`config.mk`:
```
export PLATFORM = sky130hd
export DESIGN_NAME = bounce_box_perspective_step
export DESIGN_NICKNAME = d
export VERILOG_FILES = /design/src/hw/rtl/bbps_pkg.sv /design/src/hw/rtl/bbps_move.sv /design/src/hw/rtl/bbps_div.sv /design/src/hw/rtl/bounce_box_perspective_step.sv
export SDC_FILE = /design/constraint.sdc
export NUM_CORES = 2
export LEC_CHECK = 0
export ABC_AREA = 1
export BUFFER_PORTS_ARGS = -buffer_cell sky130_fd_sc_hd__buf_2
export CORE_MARGIN = 10
export CORE_UTILIZATION = 60
export DETAILED_ROUTE_END_ITERATION = 10
export PLACE_DENSITY = 0.81
export SETUP_SLACK_MARGIN = 0.3
export SYNTH_ARGS = -nofsm -noshare
export SYNTH_HDL_FRONTEND = slang
export SYNTH_SLANG_ARGS = --single-unit
```
`constraint.sdc`:
```
create_clock -name clk_i -period 7.69 [get_ports clk_i]
set_clock_uncertainty 0.05 [all_clocks]
set_input_delay 1.538 -clock clk_i [delete_from_list [all_inputs] [get_ports clk_i]]
set_output_delay 1.538 -clock clk_i [all_outputs]
set_load 0.03 [all_outputs]
```
`src/hw/rtl/bbps_pkg.sv`:
```
`timescale 1ns / 1ps
`default_nettype none
// ----------------------------------------------------------------------------
// bbps_pkg: shared definitions for the bouncing ball perspective block
// widths, register indexes, reset values and saturation helpers
// ----------------------------------------------------------------------------
package bbps_pkg;

  localparam int unsigned PosW   = 16;
  localparam int unsigned VelInW = 10;
  localparam int unsigned WallW  = 10;
  localparam int unsigned RadW   = 8;
  localparam int unsigned FlW    = 10;
  localparam int unsigned CfgW   = 10;
  localparam int unsigned ScaleW = 16;
  localparam int unsigned ScrW   = 18;
  localparam int unsigned NumW   = 29;
  localparam int unsigned DenW   = 17;

  localparam int unsigned ScreenWidth  = 400;
  localparam int unsigned ScreenHeight = 400;

  localparam logic signed [21:0] CenterX = 22'(ScreenWidth * 32);
  localparam logic signed [21:0] CenterY = 22'(ScreenHeight * 32);

  localparam logic [WallW-1:0] WallLowRst  = 10'h39C;
  localparam logic [WallW-1:0] WallHighRst = 10'd100;
  localparam logic [RadW-1:0]  RadiusRst   = 8'd40;
  localparam logic [FlW-1:0]   FocalRst    = 10'd250;

  typedef enum logic [2:0] {
    CFG_WALL_LEFT   = 3'd0,
    CFG_WALL_RIGHT  = 3'd1,
    CFG_WALL_TOP    = 3'd2,
    CFG_WALL_BOTTOM = 3'd3,
    CFG_WALL_FRONT  = 3'd4,
    CFG_WALL_BACK   = 3'd5,
    CFG_RADIUS      = 3'd6,
    CFG_FOCAL       = 3'd7
  } cfg_idx_e;

  function automatic logic signed [PosW-1:0] sat_pos(input logic signed [18:0] v);
    if (v > 19'sd32767) begin
      return 16'sh7FFF;
    end else if (v < -19'sd32768) begin
      return 16'sh8000;
    end
    return v[PosW-1:0];
  endfunction

  function automatic logic signed [ScrW-1:0] sat_scr(input logic signed [21:0] v);
    if (v > 22'sd131071) begin
      return 18'sh1FFFF;
    end else if (v < -22'sd131072) begin
      return 18'sh20000;
    end
    return v[ScrW-1:0];
  endfunction

endpackage
`default_nettype wire

```
`src/hw/rtl/bbps_move.sv`:
```
`timescale 1ns / 1ps
`default_nettype none
// ----------------------------------------------------------------------------
// bbps_move: one-axis motion step
// adds velocity to position, tests both walls, clamps and reflects
// ----------------------------------------------------------------------------
module bbps_move (
  input  wire logic signed [bbps_pkg::PosW-1:0]  pos_i,
  input  wire logic signed [bbps_pkg::PosW-1:0]  vel_i,
  input  wire logic signed [bbps_pkg::WallW-1:0] lo_i,
  input  wire logic signed [bbps_pkg::WallW-1:0] hi_i,
  input  wire logic        [bbps_pkg::RadW-1:0]  radius_i,
  output logic signed      [bbps_pkg::PosW-1:0]  pos_o,
  output logic signed      [bbps_pkg::PosW-1:0]  vel_o
);

  logic signed [18:0] sum_w, r_w, lo_w, hi_w, p_w;
  logic signed [16:0] nv_w;
  logic signed [bbps_pkg::PosW-1:0] vneg_w;

  always_comb begin
    sum_w  = 19'(pos_i) + 19'(vel_i);
    r_w    = $signed({5'b0, radius_i, 6'b0});
    lo_w   = $signed({{3{lo_i[bbps_pkg::WallW-1]}}, lo_i, 6'b0});
    hi_w   = $signed({{3{hi_i[bbps_pkg::WallW-1]}}, hi_i, 6'b0});
    nv_w   = -17'(vel_i);
    vneg_w = (nv_w > 17'sd32767) ? 16'sh7FFF : nv_w[bbps_pkg::PosW-1:0];
    p_w    = sum_w;
    vel_o  = vel_i;
    if ((sum_w + r_w) > hi_w) begin
      p_w   = hi_w - r_w;
      vel_o = vneg_w;
    end else if ((sum_w - r_w) < lo_w) begin
      p_w   = lo_w + r_w;
      vel_o = vneg_w;
    end
    pos_o = bbps_pkg::sat_pos(p_w);
  end

endmodule
`default_nettype wire

```
`src/hw/rtl/bbps_div.sv`:
```
`timescale 1ns / 1ps
`default_nettype none
// ----------------------------------------------------------------------------
// bbps_div: iterative restoring divider for the perspective scale
// one quotient bit per cycle, saturates when the quotient exceeds 16 bits
// ----------------------------------------------------------------------------
module bbps_div (
  input  wire logic                          clk_i,
  input  wire logic                          rst_ni,
  input  wire logic                          start_i,
  input  wire logic [bbps_pkg::NumW-1:0]     num_i,
  input  wire logic [bbps_pkg::DenW-1:0]     den_i,
  output logic                               done_o,
  output logic [bbps_pkg::ScaleW-1:0]        quot_o
);

  logic                              busy_q;
  logic                              done_q;
  logic [3:0]                        cnt_q;
  logic [bbps_pkg::DenW-1:0]         den_q;
  logic [bbps_pkg::DenW-1:0]         rem_q;
  logic [bbps_pkg::ScaleW-1:0]       sh_q;
  logic [bbps_pkg::DenW:0]           rem2_w;
  logic [bbps_pkg::DenW:0]           diff_w;
  logic                              qbit_w;
  logic [bbps_pkg::DenW-1:0]         rem_d;

  always_comb begin
    rem2_w = {rem_q, sh_q[bbps_pkg::ScaleW-1]};
    qbit_w = rem2_w >= {1'b0, den_q};
    diff_w = rem2_w - {1'b0, den_q};
    rem_d  = qbit_w ? diff_w[bbps_pkg::DenW-1:0] : rem2_w[bbps_pkg::DenW-1:0];
  end

  always_ff @(posedge clk_i or negedge rst_ni) begin
    if (!rst_ni) begin
      busy_q <= 1'b0;
      done_q <= 1'b0;
      cnt_q  <= '0;
      den_q  <= '0;
      rem_q  <= '0;
      sh_q   <= '0;
    end else if (start_i) begin
      den_q <= den_i;
      if ({4'b0, num_i[bbps_pkg::NumW-1:bbps_pkg::ScaleW]} >= den_i) begin
        sh_q   <= '1;
        busy_q <= 1'b0;
        done_q <= 1'b1;
      end else begin
        rem_q  <= {4'b0, num_i[bbps_pkg::NumW-1:bbps_pkg::ScaleW]};
        sh_q   <= num_i[bbps_pkg::ScaleW-1:0];
        cnt_q  <= '0;
        busy_q <= 1'b1;
        done_q <= 1'b0;
      end
    end else if (busy_q) begin
      rem_q <= rem_d;
      sh_q  <= {sh_q[bbps_pkg::ScaleW-2:0], qbit_w};
      cnt_q <= cnt_q + 4'd1;
      if (cnt_q == 4'd15) begin
        busy_q <= 1'b0;
        done_q <= 1'b1;
      end
    end else begin
      done_q <= 1'b0;
    end
  end

  assign done_o = done_q;
  assign quot_o = sh_q;

endmodule
`default_nettype wire

```
`src/hw/rtl/bounce_box_perspective_step.sv`:
```
`timescale 1ns / 1ps
`default_nettype none
// ----------------------------------------------------------------------------
// bounce_box_perspective_step: bouncing ball in a 3D box with perspective view
// each item is a tick or a launch; one result item per input item
// ----------------------------------------------------------------------------
// A tick item steps through the shared axis motion unit (x, y, z), forms
// the divisor, runs the bit-serial scale divider, uses the shared multiplier
// on the x and y projections, and hands the result to the output register.
// The next item is accepted only after that hand-over. A launch skips the
// motion steps; an invisible ball skips divide and multiply. in_stall_o is
// high while an item is in work; the next item is taken while the previous
// result still waits.
module bounce_box_perspective_step (
  input  wire logic                                clk_i,
  input  wire logic                                rst_ni,
  input  wire logic                                cfg_we_i,
  input  wire logic [2:0]                          cfg_index_i,
  input  wire logic [bbps_pkg::CfgW-1:0]           cfg_wdata_i,
  input  wire logic                                in_valid_i,
  output logic                                     in_stall_o,
  input  wire logic                                action_i,
  input  wire logic signed [bbps_pkg::VelInW-1:0]  launch_vel_x_i,
  input  wire logic signed [bbps_pkg::VelInW-1:0]  launch_vel_y_i,
  input  wire logic signed [bbps_pkg::VelInW-1:0]  launch_vel_z_i,
  output logic                                     out_valid_o,
  input  wire logic                                out_stall_i,
  output logic                                     visible_o,
  output logic signed [bbps_pkg::ScrW-1:0]         screen_x_o,
  output logic signed [bbps_pkg::ScrW-1:0]         screen_y_o,
  output logic        [bbps_pkg::ScaleW-1:0]       draw_scale_o,
  output logic signed [bbps_pkg::PosW-1:0]         depth_z_o
);

  typedef enum logic [2:0] {
    S_IDLE,
    S_MOVE,
    S_PROJ,
    S_DIV,
    S_MUL,
    S_ADD,
    S_DONE
  } state_e;

  logic [bbps_pkg::WallW-1:0] wall_left_q, wall_right_q, wall_top_q;
  logic [bbps_pkg::WallW-1:0] wall_bottom_q, wall_front_q, wall_back_q;
  logic [bbps_pkg::RadW-1:0]  radius_q;
  logic [bbps_pkg::FlW-1:0]   focal_q;

  state_e state_q;
  logic [1:0] axis_q;
  logic       msel_q;
  logic signed [bbps_pkg::PosW-1:0] pos_x_q, pos_y_q, pos_z_q;
  logic signed [bbps_pkg::PosW-1:0] vel_x_q, vel_y_q, vel_z_q;
  logic                              vis_q;
  logic [bbps_pkg::ScaleW-1:0]       scale_q;
  logic signed [bbps_pkg::ScrW-1:0]  scr_x_q, scr_y_q;
  logic signed [32:0]                prod_q;

  logic                              out_valid_q;
  logic                              out_vis_q;
  logic signed [bbps_pkg::ScrW-1:0]  out_x_q, out_y_q;
  logic [bbps_pkg::ScaleW-1:0]       out_scale_q;
  logic signed [bbps_pkg::PosW-1:0]  out_z_q;

  logic signed [bbps_pkg::PosW-1:0]  mv_pos_w, mv_vel_w, mv_pos_n, mv_vel_n;
  logic signed [bbps_pkg::WallW-1:0] mv_lo_w, mv_hi_w;

  logic [15:0]                fl64_w;
  logic signed [17:0]         zsum_w;
  logic                       vis_w;
  logic [bbps_pkg::DenW-1:0]  den_w;
  logic [bbps_pkg::NumW-1:0]  num_w;
  logic                       div_start;
  logic                       div_done;
  logic [bbps_pkg::ScaleW-1:0] div_quot;

  logic signed [bbps_pkg::PosW-1:0] mul_a_w;
  logic signed [32:0]               prod_d;
  logic signed [32:0]               rnd_w;
  logic signed [21:0]               scr_w;
  logic signed [bbps_pkg::ScrW-1:0] scr_sat_w;

  // configuration registers
  always_ff @(posedge clk_i or negedge rst_ni) begin
    if (!rst_ni) begin
      wall_left_q   <= bbps_pkg::WallLowRst;
      wall_right_q  <= bbps_pkg::WallHighRst;
      wall_top_q    <= bbps_pkg::WallLowRst;
      wall_bottom_q <= bbps_pkg::WallHighRst;
      wall_front_q  <= bbps_pkg::WallLowRst;
      wall_back_q   <= bbps_pkg::WallHighRst;
      radius_q      <= bbps_pkg::RadiusRst;
      focal_q       <= bbps_pkg::FocalRst;
    end else if (cfg_we_i) begin
      case (bbps_pkg::cfg_idx_e'(cfg_index_i))
        bbps_pkg::CFG_WALL_LEFT:   wall_left_q   <= cfg_wdata_i;
        bbps_pkg::CFG_WALL_RIGHT:  wall_right_q  <= cfg_wdata_i;
        bbps_pkg::CFG_WALL_TOP:    wall_top_q    <= cfg_wdata_i;
        bbps_pkg::CFG_WALL_BOTTOM: wall_bottom_q <= cfg_wdata_i;
        bbps_pkg::CFG_WALL_FRONT:  wall_front_q  <= cfg_wdata_i;
        bbps_pkg::CFG_WALL_BACK:   wall_back_q   <= cfg_wdata_i;
        bbps_pkg::CFG_RADIUS:      radius_q      <= cfg_wdata_i[bbps_pkg::RadW-1:0];
        bbps_pkg::CFG_FOCAL:       focal_q       <= cfg_wdata_i;
        default: ;
      endcase
    end
  end

  // shared axis unit input select
  always_comb begin
    case (axis_q)
      2'd0: begin
        mv_pos_w = pos_x_q;
        mv_vel_w = vel_x_q;
        mv_lo_w  = $signed(wall_left_q);
        mv_hi_w  = $signed(wall_right_q);
      end
      2'd1: begin
        mv_pos_w = pos_y_q;
        mv_vel_w = vel_y_q;
        mv_lo_w  = $signed(wall_top_q);
        mv_hi_w  = $signed(wall_bottom_q);
      end
      default: begin
        mv_pos_w = pos_z_q;
        mv_vel_w = vel_z_q;
        mv_lo_w  = $signed(wall_front_q);
        mv_hi_w  = $signed(wall_back_q);
      end
    endcase
  end

  bbps_move u_move (
    .pos_i    (mv_pos_w),
    .vel_i    (mv_vel_w),
    .lo_i     (mv_lo_w),
    .hi_i     (mv_hi_w),
    .radius_i (radius_q),
    .pos_o    (mv_pos_n),
    .vel_o    (mv_vel_n)
  );

  // visibility and divider operands
  always_comb begin
    fl64_w    = {focal_q, 6'b0};
    zsum_w    = $signed({2'b0, fl64_w}) + 18'(pos_z_q);
    vis_w     = zsum_w > 18'sd0;
    den_w     = zsum_w[bbps_pkg::DenW-1:0];
    num_w     = {1'b0, fl64_w, 12'b0} + 29'(den_w >> 1);
    div_start = (state_q == S_PROJ) && vis_w;
  end

  bbps_div u_div (
    .clk_i   (clk_i),
    .rst_ni  (rst_ni),
    .start_i (div_start),
    .num_i   (num_w),
    .den_i   (den_w),
    .done_o  (div_done),
    .quot_o  (div_quot)
  );

  // shared multiplier and rounding
  always_comb begin
    mul_a_w   = msel_q ? pos_y_q : pos_x_q;
    prod_d    = 33'(mul_a_w) * 33'($signed({1'b0, scale_q}));
    rnd_w     = prod_q + 33'sd2048;
    scr_w     = 22'($signed(rnd_w[32:12])) + (msel_q ? bbps_pkg::CenterY : bbps_pkg::CenterX);
    scr_sat_w = bbps_pkg::sat_scr(scr_w);
  end

  always_ff @(posedge clk_i or negedge rst_ni) begin
    if (!rst_ni) begin
      state_q     <= S_IDLE;
      axis_q      <= '0;
      msel_q      <= 1'b0;
      pos_x_q     <= '0;
      pos_y_q     <= '0;
      pos_z_q     <= '0;
      vel_x_q     <= '0;
      vel_y_q     <= '0;
      vel_z_q     <= '0;
      vis_q       <= 1'b0;
      scale_q     <= '0;
      scr_x_q     <= '0;
      scr_y_q     <= '0;
      prod_q      <= '0;
      out_valid_q <= 1'b0;
      out_vis_q   <= 1'b0;
      out_x_q     <= '0;
      out_y_q     <= '0;
      out_scale_q <= '0;
      out_z_q     <= '0;
    end else begin
      if (out_valid_q && !out_stall_i && (state_q != S_DONE)) begin
        out_valid_q <= 1'b0;
      end
      case (state_q)
        S_IDLE: begin
          if (in_valid_i) begin
            axis_q <= '0;
            if (action_i) begin
              pos_x_q <= '0;
              pos_y_q <= '0;
              pos_z_q <= '0;
              vel_x_q <= 16'(launch_vel_x_i);
              vel_y_q <= 16'(launch_vel_y_i);
              vel_z_q <= 16'(launch_vel_z_i);
              state_q <= S_PROJ;
            end else begin
              state_q <= S_MOVE;
            end
          end
        end
        S_MOVE: begin
          case (axis_q)
            2'd0: begin
              pos_x_q <= mv_pos_n;
              vel_x_q <= mv_vel_n;
            end
            2'd1: begin
              pos_y_q <= mv_pos_n;
              vel_y_q <= mv_vel_n;
            end
            default: begin
              pos_z_q <= mv_pos_n;
              vel_z_q <= mv_vel_n;
            end
          endcase
          axis_q <= axis_q + 2'd1;
          if (axis_q == 2'd2) begin
            state_q <= S_PROJ;
          end
        end
        S_PROJ: begin
          vis_q <= vis_w;
          if (vis_w) begin
            state_q <= S_DIV;
          end else begin
            scale_q <= '0;
            scr_x_q <= '0;
            scr_y_q <= '0;
            state_q <= S_DONE;
          end
        end
        S_DIV: begin
          if (div_done) begin
            scale_q <= div_quot;
            msel_q  <= 1'b0;
            state_q <= S_MUL;
          end
        end
        S_MUL: begin
          prod_q  <= prod_d;
          state_q <= S_ADD;
        end
        S_ADD: begin
          if (!msel_q) begin
            scr_x_q <= scr_sat_w;
            msel_q  <= 1'b1;
            state_q <= S_MUL;
          end else begin
            scr_y_q <= scr_sat_w;
            state_q <= S_DONE;
          end
        end
        S_DONE: begin
          if (!out_valid_q || !out_stall_i) begin
            out_valid_q <= 1'b1;
            out_vis_q   <= vis_q;
            out_x_q     <= scr_x_q;
            out_y_q     <= scr_y_q;
            out_scale_q <= scale_q;
            out_z_q     <= pos_z_q;
            state_q     <= S_IDLE;
          end
        end
        default: state_q <= S_IDLE;
      endcase
    end
  end

  assign in_stall_o   = (state_q != S_IDLE);
  assign out_valid_o  = out_valid_q;
  assign visible_o    = out_vis_q;
  assign screen_x_o   = out_x_q;
  assign screen_y_o   = out_y_q;
  assign draw_scale_o = out_scale_q;
  assign depth_z_o    = out_z_q;

endmodule
`default_nettype wire

```
# Word level (Yosys, flattened, before mapping)
# Index checks and enable logic that the tools add are counted.
# totals
register_bits	392
latchBits	0
ramBits	0
rom_bits	0
inputBits	49
out_inout_bits	71
n_memories	0
# classes
add_sub_neg	13
n_mul	1
n_div	0
n_lt_le_gt_ge	10
eq_ne	30
shifts	0
mux	81
bitwise_logic	0
reduce_logical	35
# op_table
operator	count
two-way mux 16 bit	26
one-hot mux 16 bit (2 select lines)	9
two-way mux 18 bit	6
one-hot mux 18 bit (2 select lines)	2
two-way mux 17 bit	4
one-hot mux 10 bit (2 select lines)	2
two-way mux 19 bit	2
adder 33 x 13 -> 33 bit, second input constant	1
multiplier 16 x 17 -> 33 bit	1
adder 28 x 16 -> 29 bit	1
AND reduction 2 bit	12
adder 21 x 15 -> 22 bit, second input constant	1
> comparator 22 x 18 -> 1 bit, second input constant	1
less-than comparator 22 x 18 -> 1 bit, second input constant	1
equality test 3 bit, second input constant	7
one-hot mux 3 bit (7 select lines)	1
adder 19 x 15 -> 19 bit	1
> comparator 19 x 16 -> 1 bit	1
> comparator 19 x 16 -> 1 bit, second input constant	1
less-than comparator 19 x 16 -> 1 bit	1
less-than comparator 19 x 16 -> 1 bit, second input constant	1
subtractor 19 x 15 -> 19 bit	1
adder 17 x 16 -> 18 bit	1
greater-or-equal comparator 18 x 17 -> 1 bit	1
other kinds (34)	85

# Logic depth before layout (Yosys ltp)
# logic_depth
ltp_word	13
ltp_mapped	49
ltp_nobuf	44

# Hierarchy
# From an unflattened synthesis, not the netlist that was laid out.
# unflattened
hier_cells	4332
area_unflattened_um2	32715.1
# modules_own_cells
module	instances	cells_each	area_each_um2	seq_area_each_um2
bounce_box_perspective_step	1	2874	23965.5	8176.6
bbps_move	1	835	4550.6	0.0
bbps_div	1	623	4199.0	1401.3

# Worst setup path before layout
# No wires, ideal clock.
# synth_path
kind	register to register
startpoint	reg axis_q[0]
endpoint	reg vel_x_q[10] (netlist bit)
setup_time_ns	0.137
arrival_time_ns	6.607
t_required_ns	7.503
path_slack_ns	0.896
stages_incl_launch_ff	44
path_cell_list	dfrtp_1 inv_1 ha_1 buf_6 nor2_4 buf_6 clkbuf_1 clkbuf_1 a22oi_1 o21ai_0 ha_1 inv_1 fa_1 inv_1 nand2_1 nand2_1 a21oi_1 o31ai_1 [... 8 more ...] a21oi_1 o21ai_0 nand2_1 nor2_1 xor2_1 ha_1 a21oi_1 o21ai_0 a21oi_1 nand2_1 xor2_1 nand2_1 buf_2 nand2_1 buf_1 nand3_2 nand2_2 a21oi_1
# synth_via
elab_chain_cells	9
word_cells_on_any_way	20
cone_classes	add/sub: 4; order compare: 3; eq/ne: 2; mux: 9; reduce/logical: 2
# synth_lines
element	line_no	rtl
from (decl)	bounce_box_perspective_step.sv:51	logic [1:0] axis_q;
from (signal assigned)	bounce_box_perspective_step.sv:231	axis_q <= axis_q + 2'd1;
equality test 2 x 1 -> 1 bit / zero test 2 bit (equally long branches)	bounce_box_perspective_step.sv:112, bounce_box_perspective_step.sv:217	
one-hot mux 16 bit (2 select lines)	bounce_box_perspective_step.sv:112	case (axis_q)
adder 16 x 16 -> 17 bit / negator 16 -> 17 bit (equally long branches)	bbps_move.sv:22, bbps_move.sv:26	
subtractor 19 x 15 -> 19 bit / > comparator 17 x 16 -> 1 bit (equally long branches)	bbps_move.sv:33, bbps_move.sv:27	
less-than comparator 19 x 16 -> 1 bit / two-way mux 16 bit (equally long branches)	bbps_move.sv:33, bbps_move.sv:27	
two-way mux 16 bit	bbps_move.sv:33	end else if ((sum_w - r_w) < lo_w) begin
two-way mux 16 bit	bbps_move.sv:30	if ((sum_w + r_w) > hi_w) begin
two-way mux 16 bit	bounce_box_perspective_step.sv:217	case (axis_q)
one-hot mux 16 bit (2 select lines)	bounce_box_perspective_step.sv:199	case (state_q)
to (signal assigned)	bounce_box_perspective_step.sv:207	vel_x_q <= 16'(launch_vel_x_i);
to (signal assigned)	bounce_box_perspective_step.sv:220	vel_x_q <= mv_vel_n;
to (decl)	bounce_box_perspective_step.sv:54	logic signed [bbps_pkg::PosW-1:0] vel_x_q, vel_y_q, vel_z_q;
# Several ways; a longest one is shown, not always the timed one. The select of a mux whose other input is x is not followed.
# A chain may end at the register's enable or synchronous reset.

# Worst setup path in the final report
# layout_path
startpoint	reg msel_q
endpoint	reg prod_q[26]
# layout_via
elab_chain_cells	2
# layout_lines
element	line_no	rtl
from (decl)	bounce_box_perspective_step.sv:52	logic msel_q;
from (signal assigned)	bounce_box_perspective_step.sv:177	msel_q <= 1'b0;
from (signal assigned)	bounce_box_perspective_step.sv:250	msel_q <= 1'b0;
from (signal assigned)	bounce_box_perspective_step.sv:261	msel_q <= 1'b1;
two-way mux 16 bit	bounce_box_perspective_step.sv:166	mul_a_w = msel_q ? pos_y_q : pos_x_q;
multiplier 16 x 17 -> 33 bit	bounce_box_perspective_step.sv:167	prod_d = 33'(mul_a_w) * 33'($signed({1'b0, scale_q}));
to (signal assigned)	bounce_box_perspective_step.sv:255	prod_q <= prod_d;
to (decl)	bounce_box_perspective_step.sv:58	logic signed [32:0] prod_q;
# No other way between the ends.

==> key figures <==
Logic synthesis
  • Synthesized Nets: 4435
  • EDFF count, synth: 0
  • Register area share after synthesis: ~31%
  • Synthesized area: around 0.031 mm²
  • Yosys Warn Count: 0
  • Syn avg cell area: a little under 8 µm²
  • Cells after Synth: between 3000 and 4000
  • Count of cell types in the netlist: approximately 60
  • Post-synth ARST share: 100.0%
  • Yosys reg bits: about 380
  • Ys flop type: dfrtp_1

GRT
  • Gr usage total: between 20% and 30%
  • GR Util met3: between 4 and 5%
  • GRT overflow: 0
  • Grt met2 use: 47.94%
  • GR Util met1: 35.35%
  • First-pass GRT wire length: between 100 and 150 mm
  • Vias in the first global route: approximately 27000
  • Antenna violations before repair: 1
  • Busiest grt layer: met2
  • Largest net degree at the start of global routing: between 150 and 200

Finish
  • Register area: ~0.0096 mm²
  • Final #Nets: about 4500
  • Non-Filler Instances: ~4700
  • Diodes inserted: 0
  • Multi-input gate area: about 0.019 mm²
  • Area growth syn-to-layout: 8.961%
  • Commonest non-fill, non-tap cell in the layout: nand2_1
  • Share of layout cells above drive strength 1: between 10% and 20%
  • Most frequent cells in the layout: 1020 x nand2_1, 537 x inv_1, 346 x dfrtp_1
  • Fill cell count: between 4000 and 5000

Clocking
  • CTS tree: built
  • Total CTS buffers: 43
  • Clk sinks: roughly 380
  • Clock Latency Late Sink: ~0.6 ns
  • Clock H-tree levels: 2
  • CTS clock-pin slew for the worst setup and hold paths: around 0.060 ns
  • Root Buffer: clkbuf_16
  • Max Buffers Root-to-Sink: 3
  • Hold_buf cts: 0

Route
  • DR vias/cell: between 5 and 6
  • DR WL/cell: between 15 and 20 µm
  • Routed WL: 88.07 mm
  • Iter 0 DRT Violations: ~2300
  • Post-route DRC: 0
  • Vias: between 20000 and 30000
  • DRT Pass-1 Iters: 6
  • Antenna-violating nets left: 0

Placed design
  • IO Port Bufs: ~120
  • DP Cell Count: around 4600
  • GPL Wtd Cong: just over 1
  • Final HPWL DP: between 60 and 70 mm

Die
  • Row count: between 80 and 90
  • Die X-Extent: ~250 µm
  • Initial Util: 60.63%
  • Die height: 247.9 µm
  • CORE AREA: approximately 0.051 mm²
  • I/O pin cnt: 120
  • Die area: approximately 0.061 mm²

Power and ir drop
  • Pwr dens: ~160 mW/mm²
  • Pleak: ~0.018 µW
  • Peak VDD IR: 0.2092 mV
  • Total power: 5278 µW

Timing
  • RSZ-0062 raised after global routing: no
  • Actual slew at the worst max-slew pin: roughly 1.1 ns
  • Hold Vio Cnt, Final: 0
  • Final setup viols: 0
  • Fmax: 140.8 MHz
  • Final slew viol count: 0
  • Crit share post-route: slightly above 90%
  • Minimum clock period: slightly above 7 ns
  • Max-slew headroom: 28.29%
  • Setup TNS: 0 ns

Setup path
  • Worst EP arrival: between 7 and 8 ns
  • Worst Path Max Fanout: 14
  • Startpoint class of the critical path: flop
  • Crit path required time: 8.11 ns
  • Worst setup path class: reg2reg
  • Worst setup EP type: flop

Outcome
  • Status: finished clean

Min path
  • Hold Crit Class: reg2reg

Run
  • MaxCap Viol Count: 0
[critical path: stages (launching register included)]
cell and delay [ns]:
dfrtp_1 0.55, inv_2 0.19, nand2_1 0.10, nand2_1 0.20, inv_1 0.43, nand2_1 0.13
fa_1 0.51, inv_1 0.06, fa_1 0.53, inv_1 0.05, fa_1 0.46, fa_1 0.49
inv_1 0.05, fa_1 0.50, fa_1 0.49, ha_1 0.38, nand2_1 0.09, nor2_1 0.14
nand4_1 0.09, o21ai_1 0.32, inv_1 0.12, o21ai_1 0.41, a21oi_1 0.17, o21ai_0 0.21
nand2_1 0.07, nand3_1 0.09, nand2_1 0.06
[report_power, final]
group	leakage (µW)	internal, µW	switching, µW
registers	0.00510	2110	62.6
logic	0.0122	299	579
clock network	0.000735	1300	928
[path summary, 6_finish.rpt]
| check | cells past startpoint | from | slack (ns) | end |
|---|---|---|---|---|
| min reg2reg | 2 | scr_x_q[13]$_DFFE_PN0P_ | 0.43 | scr_x_q[13]$_DFFE_PN0P_ |
| max in group asynchronous | 2 | rst_ni | 5.42 | wall_top_q[6]$_DFFE_PN0P_ |
| max | 26 | msel_q$_DFFE_PN0P_ | 0.59 | prod_q[26]$_DFFE_PN0P_ |
| min in group asynchronous | 1 | rst_ni | 0.86 | draw_scale_o[12]$_DFFE_PN0P_ |
| min | 2 | scr_x_q[13]$_DFFE_PN0P_ | 0.43 | scr_x_q[13]$_DFFE_PN0P_ |
| max reg2reg | 26 | msel_q$_DFFE_PN0P_ | 0.59 | prod_q[26]$_DFFE_PN0P_ |
[state kept, by name (all words and copies together), names as in the netlist, 17 cells and up]
| signal | cells |
|---|---|
| prod_q | 22 |
| scr_x_q | 18 |
| scr_y_q | 18 |
| screen_x_o | 18 |
| screen_y_o | 18 |
| u_div.den_q | 17 |
| u_div.rem_q | 17 |
[synth_stat cells (3+ instances only)]
master        n  share of area (%)
nand2_1    1022                 12
nor2_2       11               0.22
nand3_1     221                3.5
a22o_1       21               0.59
o21bai_1     12               0.29
inv_2         9               0.11
nor2_1      279                3.4
a21boi_0      3              0.072
nor2_4        7               0.25
buf_6        13               0.47
o221ai_1     15               0.42
buf_2        12               0.19
a221oi_1      4               0.11
xor2_1       69                1.9
dfstp_2      35                3.0
o31ai_1       5               0.12
o211ai_1      6               0.14
dfrtp_1     346                 28
clkinv_1      8              0.096
or2_2         8               0.16
o22ai_1       3              0.060
nand3b_1     10               0.24
o2111ai_1     3              0.084
o21ai_1      14               0.22
clkbuf_1     99                1.2
nand2_2      27               0.54
xnor2_1      32               0.90
and2_1        3              0.060
buf_1         8              0.096
fa_1        200                 13
a22oi_1       3              0.072
o21ai_0     271                4.4
a21o_1        9               0.22
a21oi_1     221                3.5
nor3_1       21               0.34
nand3_2      23               0.74
ha_1        238                9.6
a21oi_2       3              0.084
a31oi_1       7               0.14
nand4_1      31               0.62
buf_4         7               0.17
o21a_1        6               0.14
nor4_1        4              0.080
inv_1       542                6.5
mux2_2       41                1.5
[per-stage QoR]
| step | instance area [µm²] | utilization [%] | setup slack (ns) | hold WS, ns |
|---|---|---|---|---|
| 6_report | 33960 | 66.06 | 0.5867 | 0.4305 |
| 3_5_place_dp | 32280 | 62.80 | 0.1361 | 0.4149 |
| 2_1_floorplan | 31170 | - | 0.8959 | 0.3952 |
| 3_3_place_gp | 32280 | 62.80 | 0.4759 | 0.4091 |
| 4_1_cts | 33820 | 65.79 | 0.3575 | 0.4295 |
| 5_1_grt | 33960 | 66.06 | 0.2883 | 0.4479 |
[metal layers]
| layer | wire (µm) | part of all wire [%] |
|---|---|---|
| met1 | 34650 | 39 |
| met2 | 42000 | 48 |
| met3 | 6501 | 7.4 |
| met4 | 4918 | 5.6 |
| met5 | 0 | 0 |
[what timing repair did]
item | in CTS | in global routing
resized for setup | 4 | 22
setup buffers | 0 | 5
endpoints found under the hold margin | 0 | 0
pin swaps | 1 | 5
endpoints found under the setup margin | 46 | 98
gates cloned | 2 | 1
[cells by family (layout without fill, tap and decap cells)]
| kind of cell | count (synthesis) | count (layout) | synth area share [%] |
|---|---|---|---|
| simple gates | 1676 | 1679 | 22.75 |
| buf+inv | 700 | 800 | 8.900 |
| compound gates | 610 | 610 | 10.81 |
| fa+ha+maj | 438 | 438 | 22.40 |
| flops | 381 | 381 | 30.73 |
| xor+xnor | 102 | 102 | 2.927 |
| mux | 41 | 41 | 1.481 |
[cell type report]
type                            instances  share of cell area, %
Inverter                              561                  6.253
Timing Repair Buffer                  159                  2.800
Clock buffer                           58                  3.603
Sequential cell                       381                  28.20
Clock inverter                         22                 0.8437
Tap cell                              680                  2.505
Multi-Input combinational cell       2870                  55.79
(Power assumes the default switching activity.)
